==> config.mk <==
export PLATFORM = sky130hd
export DESIGN_NAME = speech_endpoint_detector
export DESIGN_NICKNAME = d
export VERILOG_FILES = /design/src/hdl/sed_pkg.sv /design/src/hdl/speech_endpoint_detector.sv
export SDC_FILE = /design/constraint.sdc
export NUM_CORES = 1
export LEC_CHECK = 0
export BUFFER_PORTS_ARGS = -buffer_cell sky130_fd_sc_hd__buf_4
export CAP_MARGIN = 40
export CORE_ASPECT_RATIO = 1.25
export CORE_MARGIN = 2
export CORE_UTILIZATION = 45
export DETAILED_ROUTE_END_ITERATION = 8
export PLACE_DENSITY = 0.61
export SYNTH_ARGS = -nofsm -noshare
export SYNTH_HDL_FRONTEND = slang
export SYNTH_SLANG_ARGS = --single-unit
==> constraint.sdc <==
create_clock -name clk -period 8.68 [get_ports clk]
set_input_delay 0 -clock clk [delete_from_list [all_inputs] [get_ports clk]]
set_output_delay 0 -clock clk [all_outputs]
set_load 0.01 [all_outputs]
==> src/hdl/sed_pkg.sv <==
// Shared types and constants of the speech endpoint detector.
package sed_pkg;

	localparam int OUT_W         = 24;
	localparam int POS_WIDTH_DEF = 24;
	localparam int CFG_IDX_W     = 3;
	localparam int CFG_DATA_W    = 32;
	localparam int ENERGY_W      = 32;
	localparam int ZCR_W         = 16;
	localparam int COUNT_W       = 16;

	localparam logic [OUT_W-1:0] OUT_MAX = '1;

	typedef enum logic [1:0] {
		MODE_SILENT  = 2'd0,
		MODE_INTERIM = 2'd1,
		MODE_VOICE   = 2'd2,
		MODE_OVER    = 2'd3
	} mode_t;

	localparam logic [CFG_IDX_W-1:0] REG_ENERGY_HIGH      = 3'd0;
	localparam logic [CFG_IDX_W-1:0] REG_ENERGY_LOW       = 3'd1;
	localparam logic [CFG_IDX_W-1:0] REG_ZCR_LOW          = 3'd2;
	localparam logic [CFG_IDX_W-1:0] REG_ENERGY_FLOOR     = 3'd3;
	localparam logic [CFG_IDX_W-1:0] REG_ZCR_FLOOR        = 3'd4;
	localparam logic [CFG_IDX_W-1:0] REG_MIN_SILENCE      = 3'd5;
	localparam logic [CFG_IDX_W-1:0] REG_MIN_VOICE_LENGTH = 3'd6;

	localparam logic [ENERGY_W-1:0] RST_ENERGY_HIGH      = 32'd2560;
	localparam logic [ENERGY_W-1:0] RST_ENERGY_LOW       = 32'd512;
	localparam logic [ZCR_W-1:0]    RST_ZCR_LOW          = 16'd1280;
	localparam logic [ENERGY_W-1:0] RST_ENERGY_FLOOR     = 32'd0;
	localparam logic [ZCR_W-1:0]    RST_ZCR_FLOOR        = 16'd0;
	localparam logic [COUNT_W-1:0]  RST_MIN_SILENCE      = 16'd10;
	localparam logic [COUNT_W-1:0]  RST_MIN_VOICE_LENGTH = 16'd15;

endpackage

==> src/hdl/speech_endpoint_detector.sv <==
// Dual-threshold speech endpoint detector, top level.
//
//  channel  | handshake            | payload
//  ---------+----------------------+------------------------------------------
//  input    | in_valid / in_ready  | energy, zcr, last_item
//  output   | out_valid/ out_ready | seg_valid, seg_begin, seg_end,
//           |                      | seg_length, stream_done
//  config   | cfg_we               | cfg_index, cfg_data
//
// One request per cycle while the result is not stalled; each request passes
// through the input register and then lands in the result register.
// The segment state machine and its counters update as a request moves from
// the input register into the result register.
// Reset clears the state machine, counters and both pipeline valids, and loads
// the threshold register defaults. A stalled result holds the pipeline; the
// input register still takes one more request while the result waits, if empty.
module speech_endpoint_detector
	import sed_pkg::*;
#(
	parameter int POS_WIDTH = POS_WIDTH_DEF
) (
	input  logic                  clk,
	input  logic                  arst_n,
	input  logic                  cfg_we,
	input  logic [CFG_IDX_W-1:0]  cfg_index,
	input  logic [CFG_DATA_W-1:0] cfg_data,
	input  logic                  in_valid,
	output logic                  in_ready,
	input  logic [ENERGY_W-1:0]   energy,
	input  logic [ZCR_W-1:0]      zcr,
	input  logic                  last_item,
	output logic                  out_valid,
	input  logic                  out_ready,
	output logic                  seg_valid,
	output logic [OUT_W-1:0]      seg_begin,
	output logic [OUT_W-1:0]      seg_end,
	output logic [OUT_W-1:0]      seg_length,
	output logic                  stream_done
);

	localparam logic [POS_WIDTH-1:0] POS_MAX = '1;
	localparam int WW = (POS_WIDTH > OUT_W) ? POS_WIDTH : OUT_W;

	function automatic logic [POS_WIDTH-1:0] sat_inc(input logic [POS_WIDTH-1:0] v);
		return (v == POS_MAX) ? v : v + 1'b1;
	endfunction

	function automatic logic [POS_WIDTH-1:0] sat_add(input logic [POS_WIDTH-1:0] a,
			input logic [POS_WIDTH-1:0] b);
		logic [POS_WIDTH:0] s;
		s = {1'b0, a} + {1'b0, b};
		return s[POS_WIDTH] ? POS_MAX : s[POS_WIDTH-1:0];
	endfunction

	function automatic logic [OUT_W-1:0] out_sat(input logic [POS_WIDTH-1:0] v);
		logic [WW-1:0] x;
		x = WW'(v);
		return (x > WW'(OUT_MAX)) ? OUT_MAX : x[OUT_W-1:0];
	endfunction

	// threshold registers
	logic [ENERGY_W-1:0] energy_high_q, energy_low_q, energy_floor_q;
	logic [ZCR_W-1:0]    zcr_low_q, zcr_floor_q;
	logic [COUNT_W-1:0]  min_silence_q, min_voice_length_q;

	// input stage
	logic                valid_s1;
	logic [ENERGY_W-1:0] energy_s1;
	logic [ZCR_W-1:0]    zcr_s1;
	logic                last_s1;

	// result stage
	logic                valid_s2;
	logic                seg_valid_s2;
	logic [OUT_W-1:0]    begin_s2, end_s2, length_s2;
	logic                done_s2;

	// segment state
	mode_t               mode_q, mode_d;
	logic [POS_WIDTH-1:0] position_q, seg_start_q, seg_stop_q, voice_len_q, silence_len_q;
	logic [POS_WIDTH-1:0] seg_start_d, seg_stop_d, voice_len_d, silence_len_d;
	logic                found_q, found_d;

	logic                adv, step;
	logic [POS_WIDTH-1:0] back, voice_inc, silence_inc;

	logic                res_valid;
	logic [POS_WIDTH-1:0] res_begin, res_end, res_len;

	assign adv      = !valid_s2 || out_ready;
	assign step     = valid_s1 && adv;
	assign in_ready = !valid_s1 || adv;

	always_ff @(posedge clk or negedge arst_n) begin
		if (!arst_n) begin
			energy_high_q      <= RST_ENERGY_HIGH;
			energy_low_q       <= RST_ENERGY_LOW;
			zcr_low_q          <= RST_ZCR_LOW;
			energy_floor_q     <= RST_ENERGY_FLOOR;
			zcr_floor_q        <= RST_ZCR_FLOOR;
			min_silence_q      <= RST_MIN_SILENCE;
			min_voice_length_q <= RST_MIN_VOICE_LENGTH;
		end else if (cfg_we) begin
			case (cfg_index)
				REG_ENERGY_HIGH:      energy_high_q      <= cfg_data;
				REG_ENERGY_LOW:       energy_low_q       <= cfg_data;
				REG_ZCR_LOW:          zcr_low_q          <= cfg_data[ZCR_W-1:0];
				REG_ENERGY_FLOOR:     energy_floor_q     <= cfg_data;
				REG_ZCR_FLOOR:        zcr_floor_q        <= cfg_data[ZCR_W-1:0];
				REG_MIN_SILENCE:      min_silence_q      <= cfg_data[COUNT_W-1:0];
				REG_MIN_VOICE_LENGTH: min_voice_length_q <= cfg_data[COUNT_W-1:0];
				default: ;
			endcase
		end
	end

	always_ff @(posedge clk or negedge arst_n) begin
		if (!arst_n) begin
			valid_s1 <= 1'b0;
		end else if (in_valid && in_ready) begin
			valid_s1 <= 1'b1;
		end else if (adv) begin
			valid_s1 <= 1'b0;
		end
	end

	always_ff @(posedge clk) begin
		if (in_valid && in_ready) begin
			energy_s1 <= energy;
			zcr_s1    <= zcr;
			last_s1   <= last_item;
		end
	end

	// next state
	always_comb begin
		mode_d        = mode_q;
		seg_start_d   = seg_start_q;
		seg_stop_d    = seg_stop_q;
		voice_len_d   = voice_len_q;
		silence_len_d = silence_len_q;
		found_d       = found_q;
		voice_inc     = sat_inc(voice_len_q);
		silence_inc   = sat_inc(silence_len_q);
		back          = voice_inc;
		case (mode_q)
			MODE_SILENT, MODE_INTERIM: begin
				if (energy_s1 > energy_high_q) begin
					seg_start_d   = (position_q >= back) ? position_q - back : '0;
					mode_d        = MODE_VOICE;
					voice_len_d   = voice_inc;
					silence_len_d = '0;
				end else if (energy_s1 > energy_low_q || zcr_s1 > zcr_low_q) begin
					mode_d      = MODE_INTERIM;
					voice_len_d = voice_inc;
				end else begin
					mode_d      = MODE_SILENT;
					voice_len_d = '0;
				end
			end
			MODE_VOICE: begin
				if (energy_s1 > energy_floor_q || zcr_s1 > zcr_floor_q) begin
					voice_len_d = voice_inc;
				end else begin
					silence_len_d = silence_inc;
					if (silence_inc < POS_WIDTH'(min_silence_q)) begin
						voice_len_d = voice_inc;
					end else if (voice_len_q < POS_WIDTH'(min_voice_length_q)) begin
						mode_d        = MODE_SILENT;
						silence_len_d = '0;
						voice_len_d   = '0;
					end else begin
						mode_d     = MODE_OVER;
						seg_stop_d = sat_add(seg_start_q, voice_len_q);
					end
				end
			end
			MODE_OVER: begin
				voice_len_d = '0;
				found_d     = 1'b1;
				mode_d      = MODE_SILENT;
			end
			default: mode_d = MODE_SILENT;
		endcase
	end

	// result
	always_comb begin
		res_valid = 1'b0;
		res_begin = '0;
		res_end   = '0;
		res_len   = '0;
		if (mode_q == MODE_OVER) begin
			res_valid = 1'b1;
			res_begin = seg_start_q;
			res_end   = seg_stop_q;
			res_len   = voice_len_q;
		end else if (last_s1) begin
			case (mode_d)
				MODE_VOICE: begin
					res_valid = 1'b1;
					res_begin = seg_start_d;
					res_end   = sat_add(seg_start_d, voice_len_d);
					res_len   = voice_len_d;
				end
				MODE_OVER: begin
					res_valid = 1'b1;
					res_begin = seg_start_d;
					res_end   = seg_stop_d;
					res_len   = voice_len_d;
				end
				default: begin
					if (!found_q) begin
						res_valid = 1'b1;
						res_end   = voice_len_d;
						res_len   = voice_len_d;
					end
				end
			endcase
		end
	end

	always_ff @(posedge clk or negedge arst_n) begin
		if (!arst_n) begin
			mode_q        <= MODE_SILENT;
			position_q    <= '0;
			seg_start_q   <= '0;
			seg_stop_q    <= '0;
			voice_len_q   <= '0;
			silence_len_q <= '0;
			found_q       <= 1'b0;
		end else if (step) begin
			if (last_s1) begin
				mode_q        <= MODE_SILENT;
				position_q    <= '0;
				seg_start_q   <= '0;
				seg_stop_q    <= '0;
				voice_len_q   <= '0;
				silence_len_q <= '0;
				found_q       <= 1'b0;
			end else begin
				mode_q        <= mode_d;
				position_q    <= sat_inc(position_q);
				seg_start_q   <= seg_start_d;
				seg_stop_q    <= seg_stop_d;
				voice_len_q   <= voice_len_d;
				silence_len_q <= silence_len_d;
				found_q       <= found_d;
			end
		end
	end

	always_ff @(posedge clk or negedge arst_n) begin
		if (!arst_n) begin
			valid_s2 <= 1'b0;
		end else if (adv) begin
			valid_s2 <= valid_s1;
		end
	end

	always_ff @(posedge clk) begin
		if (step) begin
			seg_valid_s2 <= res_valid;
			begin_s2     <= out_sat(res_begin);
			end_s2       <= out_sat(res_end);
			length_s2    <= out_sat(res_len);
			done_s2      <= last_s1;
		end
	end

	assign out_valid   = valid_s2;
	assign seg_valid   = seg_valid_s2;
	assign seg_begin   = begin_s2;
	assign seg_end     = end_s2;
	assign seg_length  = length_s2;
	assign stream_done = done_s2;

endmodule

==> summary by stage <==
Power and ir drop
The worst-case IR drop observed on VDD is 188 uV. The share of total power dissipated in combinational logic is 38.6%. The clock network accounts for 26.6% of the total power.

The static leakage is 0.0134 uW. The fraction of power consumed by sequential logic is 34.8%. Power spread over the standard cell area amounts to 243 nW/um^2. The net switching power is 2820 uW.

The internal power of the cells totals 4450 uW. The switching part of the total is 38.8%.

Worst setup path
Of all nets on the critical path, the largest fanout is 10. The critical path data required time is 9030 ps. The reg-to-reg setup timing slack is 510 ps. The critical path is of the reg2reg type.

STA classifies the critical path endpoint as a flip-flop. Among all stages on the critical path, the largest delay is contributed by dfrtp_1. For the worst setup path, the data arrival time is 8510 ps.

The cell occurring most often along the worst timing path is a21oi_1. The highest cell delay on the worst timing path is 530 ps. STA classifies the critical path startpoint as a flip-flop.

Synth
After technology mapping, the gate count stands at 2606. The Yosys step of the flow raised 0 warnings. The share of Yosys cell area claimed by the top area cell type is 27.1%. The synthesized design spends more area on one cell type than any other, namely dfrtp_1. The synthesized area per cell is 9.73 um^2.

Ranked by total cell area, the synthesized netlist is headed by dfrtp_1, edfxtp_1, ha_1. Among all flip-flop cells after synthesis, the most frequent one is dfrtp_1. Sorting the synthesized cells by how often they occur yields dfrtp_1, nand2_1, o21ai_0, ha_1, inv_1. Of all flip-flops after synthesis, the portion carrying an async set or reset was 69.9%.

The sequential-to-total area share from yosys stat is 42.8%. Counting flops with a built-in enable in the synthesized netlist gives 123. The number of distinct standard cells referenced by the synthesized netlist is 80.

The post-synthesis net count is 2931. The total standard cell area after synthesis is 25300 um^2. The number of storage elements in the synthesis netlist is 408.

GRT
The total overflow left after global routing is 0. For this run, the total global-route usage over all layers was measured as 29.2%. The number of antenna violations at the first check in global routing is 0. The first-pass GRT wire length is 129000 um. The maximum number of pins on one net before global-route repair is 141. The number of global-route vias before repair came to 21500.

Timing
The clock arrives with 24.5 ps of skew. The transition time at the pin with the least slew margin is 967 ps. The number of hold-slack violations in the final timing report came to 0. In the finished design, the share of the clock period the worst path needs comes to 94.1%. The final period demand of the worst path is 8170 ps.

The final-report max-slew violation count is 0. The maximum clock frequency is 122 MHz. In this run the tightest slew margin relative to its limit is 35.6%. The number of setup violations in the final report is 0.

The tightest hold path in the finished design has a slack of 22.4 ps. In the post-route analysis, the smallest setup slack over all paths is 512 ps.

Finish
The repair_antennas step left the layout with diodes totalling 0. Summing all flip-flop and latch instances after layout gives 10800 um^2. The share of post-route cells with drive strength above 1 is 14.5%. The layout-stage area growth over the synthesis result is 18.3%. In the final layout, the multi-input gates occupy 13400 um^2.

The count of filler cells inserted in the layout is 5139. For this run, the post-layout net count is 3162.

Floorplanning
The die footprint is 58300 um^2. The die is 269 um tall. The floorplan core area is 55800 um^2. In this run the count of I/O pins placed on the die edge is 165. The floorplan has 97 rows. The die width is 216 um. The initial standard-cell utilization of the core is 45.4%.

Clocking
The total clock buffers created by CTS is 44. The level count of the clock H-tree is 2. The tree is rooted in a clkbuf_16.

The buffer depth of the longest clock path is 3. The TritonCTS clock tree is yes. The total number of clock tree sinks is 408. After clock tree synthesis, the clock-pin slew on the worst setup and hold paths is 60 ps. The source-to-sink clock delay at the later pin of the worst-skew pair is 610 ps.

Drt
The DRC marker count from the first detailed-route iteration is 1571. For this run, the detailed router's first-pass iteration total came to 6. Summed over all layers, the routed wires come to 85100 um. The detail-routed net length per standard cell is 23.5 um. Detailed routing inserted a total of 21500 vias. Dividing the detail-routed via count by the number of cells gives 5.94. The count of nets left with antenna violations once routing finished came out at 0. For this run, design rule violations remaining after detail routing come to 0.

Flow run
The number of violations of the max-capacitance limit is 0.

Worst hold path
The worst hold-check path type is in2async.

Placed design
Before CTS, the worst setup slack after placement is 528 ps. The HPWL after detailed placement is 62200 um. Routability-driven placement finished with a final weighted congestion of 1.01. During placement, the flow inserted port buffers numbering 164.

Status
The flow ran to the end, and the final reports show no timing, DRC or antenna violations.
## final cells by class
cell class / count / area share [%]
sequential: 408 / 36.2
multi-input combinational: 1882 / 44.6
inverter: 192 / 2.41
clock buffer: 64 / 4.26
timing repair buffer: 309 / 8.77
clock inverter: 18 / 0.689
tap: 742 / 3.10
## cell usage in the layout, fill, tap and decap left out, types with 11 or more instances in the layout
master	synthesis	layout
a21o_1	50	50
and3_1	28	28
o21a_1	26	26
xnor2_1	53	53
o31ai_1	13	12
nor2_1	103	100
clkbuf_16	0	45
a22o_1	66	66
nand3b_1	11	11
a211oi_1	18	18
a31oi_1	20	18
dfstp_2	11	11
xor2_1	61	61
clkbuf_1	116	11
nand3_1	51	51
a22oi_1	20	20
o211ai_1	19	19
and4_1	15	15
nor4_1	13	13
ha_1	233	233
inv_1	191	191
nor3_1	33	31
nand4_1	60	60
mux2_2	70	70
o21ai_0	260	260
a32o_1	56	56
buf_4	0	208
edfxtp_1	123	123
or3_1	12	12
dlygate4sd3_1	0	87
dfrtp_1	274	272
a21oi_1	136	135
nor2b_1	15	15
nand2_1	274	271
nand2b_1	17	17
## per-stage QoR
stage          std cells  TNS (ps)  total power [uW]  cell area (um^2)  utilization (%)
2_1_floorplan       2606         0              4170             25300                -
3_3_place_gp        3433         0              5180             27400             49.2
3_5_place_dp        3441         0              5240             27600             49.4
4_1_cts             3610         0              7220             29900             53.6
5_1_grt             3615     -5.18              7630             30000             53.7
6_report            3615         0              7270             30000             53.7
## logic make-up (layout without fill, tap and decap cells)
kind of cell | after synthesis | count (layout) | share of synthesized area [%]
fa+ha+maj | 236 | 236 | 11.7
buf+inv | 317 | 583 | 4.76
compound gates | 785 | 785 | 20.6
flops | 408 | 408 | 42.8
xor+xnor | 114 | 114 | 3.94
mux | 73 | 73 | 3.23
simple gates | 673 | 674 | 12.9
## timing repair
item                                   in CTS  in global routing
hold buffers                               87                  0
endpoints found under the hold margin     296                  0
buffers inserted                            0                  0
setup endpoints to repair                   0                 20
resized for setup                           0                  6
## worst max-delay path, delay by kind of cell (launching register included)
kind,cells,cell delay (ps)
compound gates,16,3880
xor+xnor,1,210
fa+ha+maj,4,1300
buf+inv,2,220
flops,1,530
simple gates,7,1760
## sequential cells by signal (all words and copies together) (netlist names), 24 cells and up
name and cells:
energy_s1 32, seg_begin 24, position_q 24, energy_low_q 32, energy_high_q 32, seg_length 24
silence_len_q 24, energy_floor_q 32, seg_end 24, seg_start_q 24, seg_stop_q 24, voice_len_q 24
## worst paths after layout
path / cells past startpoint / end / start
setup reg to reg: 30 / seg_end[23]$_SDFFCE_PN1P_ / voice_len_q[22]$_DFFE_PN0P_
hold reg to reg: 1 / energy_floor_q[8]$_DFFE_PN0P_ / energy_floor_q[8]$_DFFE_PN0P_
hold / removal: 2 / position_q[19]$_DFFE_PN0P_ / arst_n
min in group clk: 5 / zcr_floor_q[11]$_DFFE_PN0P_ / cfg_index[2]
max in group asynchronous: 3 / seg_stop_q[16]$_DFFE_PN0P_ / arst_n
setup / recovery: 30 / seg_end[23]$_SDFFCE_PN1P_ / voice_len_q[22]$_DFFE_PN0P_
## layer usage
| layer | wire length (um) | global-route usage, % |
|---|---|---|
| met5 | 0 | 0 |
| met4 | 6580 | 19.5 |
| met3 | 3790 | 4.02 |
| met2 | 43100 | 51.7 |
| met1 | 31700 | 32.5 |
## power groups by stage
stage,combinational (uW),clock (uW),sequential (uW)
6_report,2810,1930,2530
2_1_floorplan,1680,0,2490
3_5_place_dp,2670,0,2560
3_3_place_gp,2630,0,2560
5_1_grt,3030,2040,2560
4_1_cts,2720,1970,2530
Power figures use the tool's default switching activity.
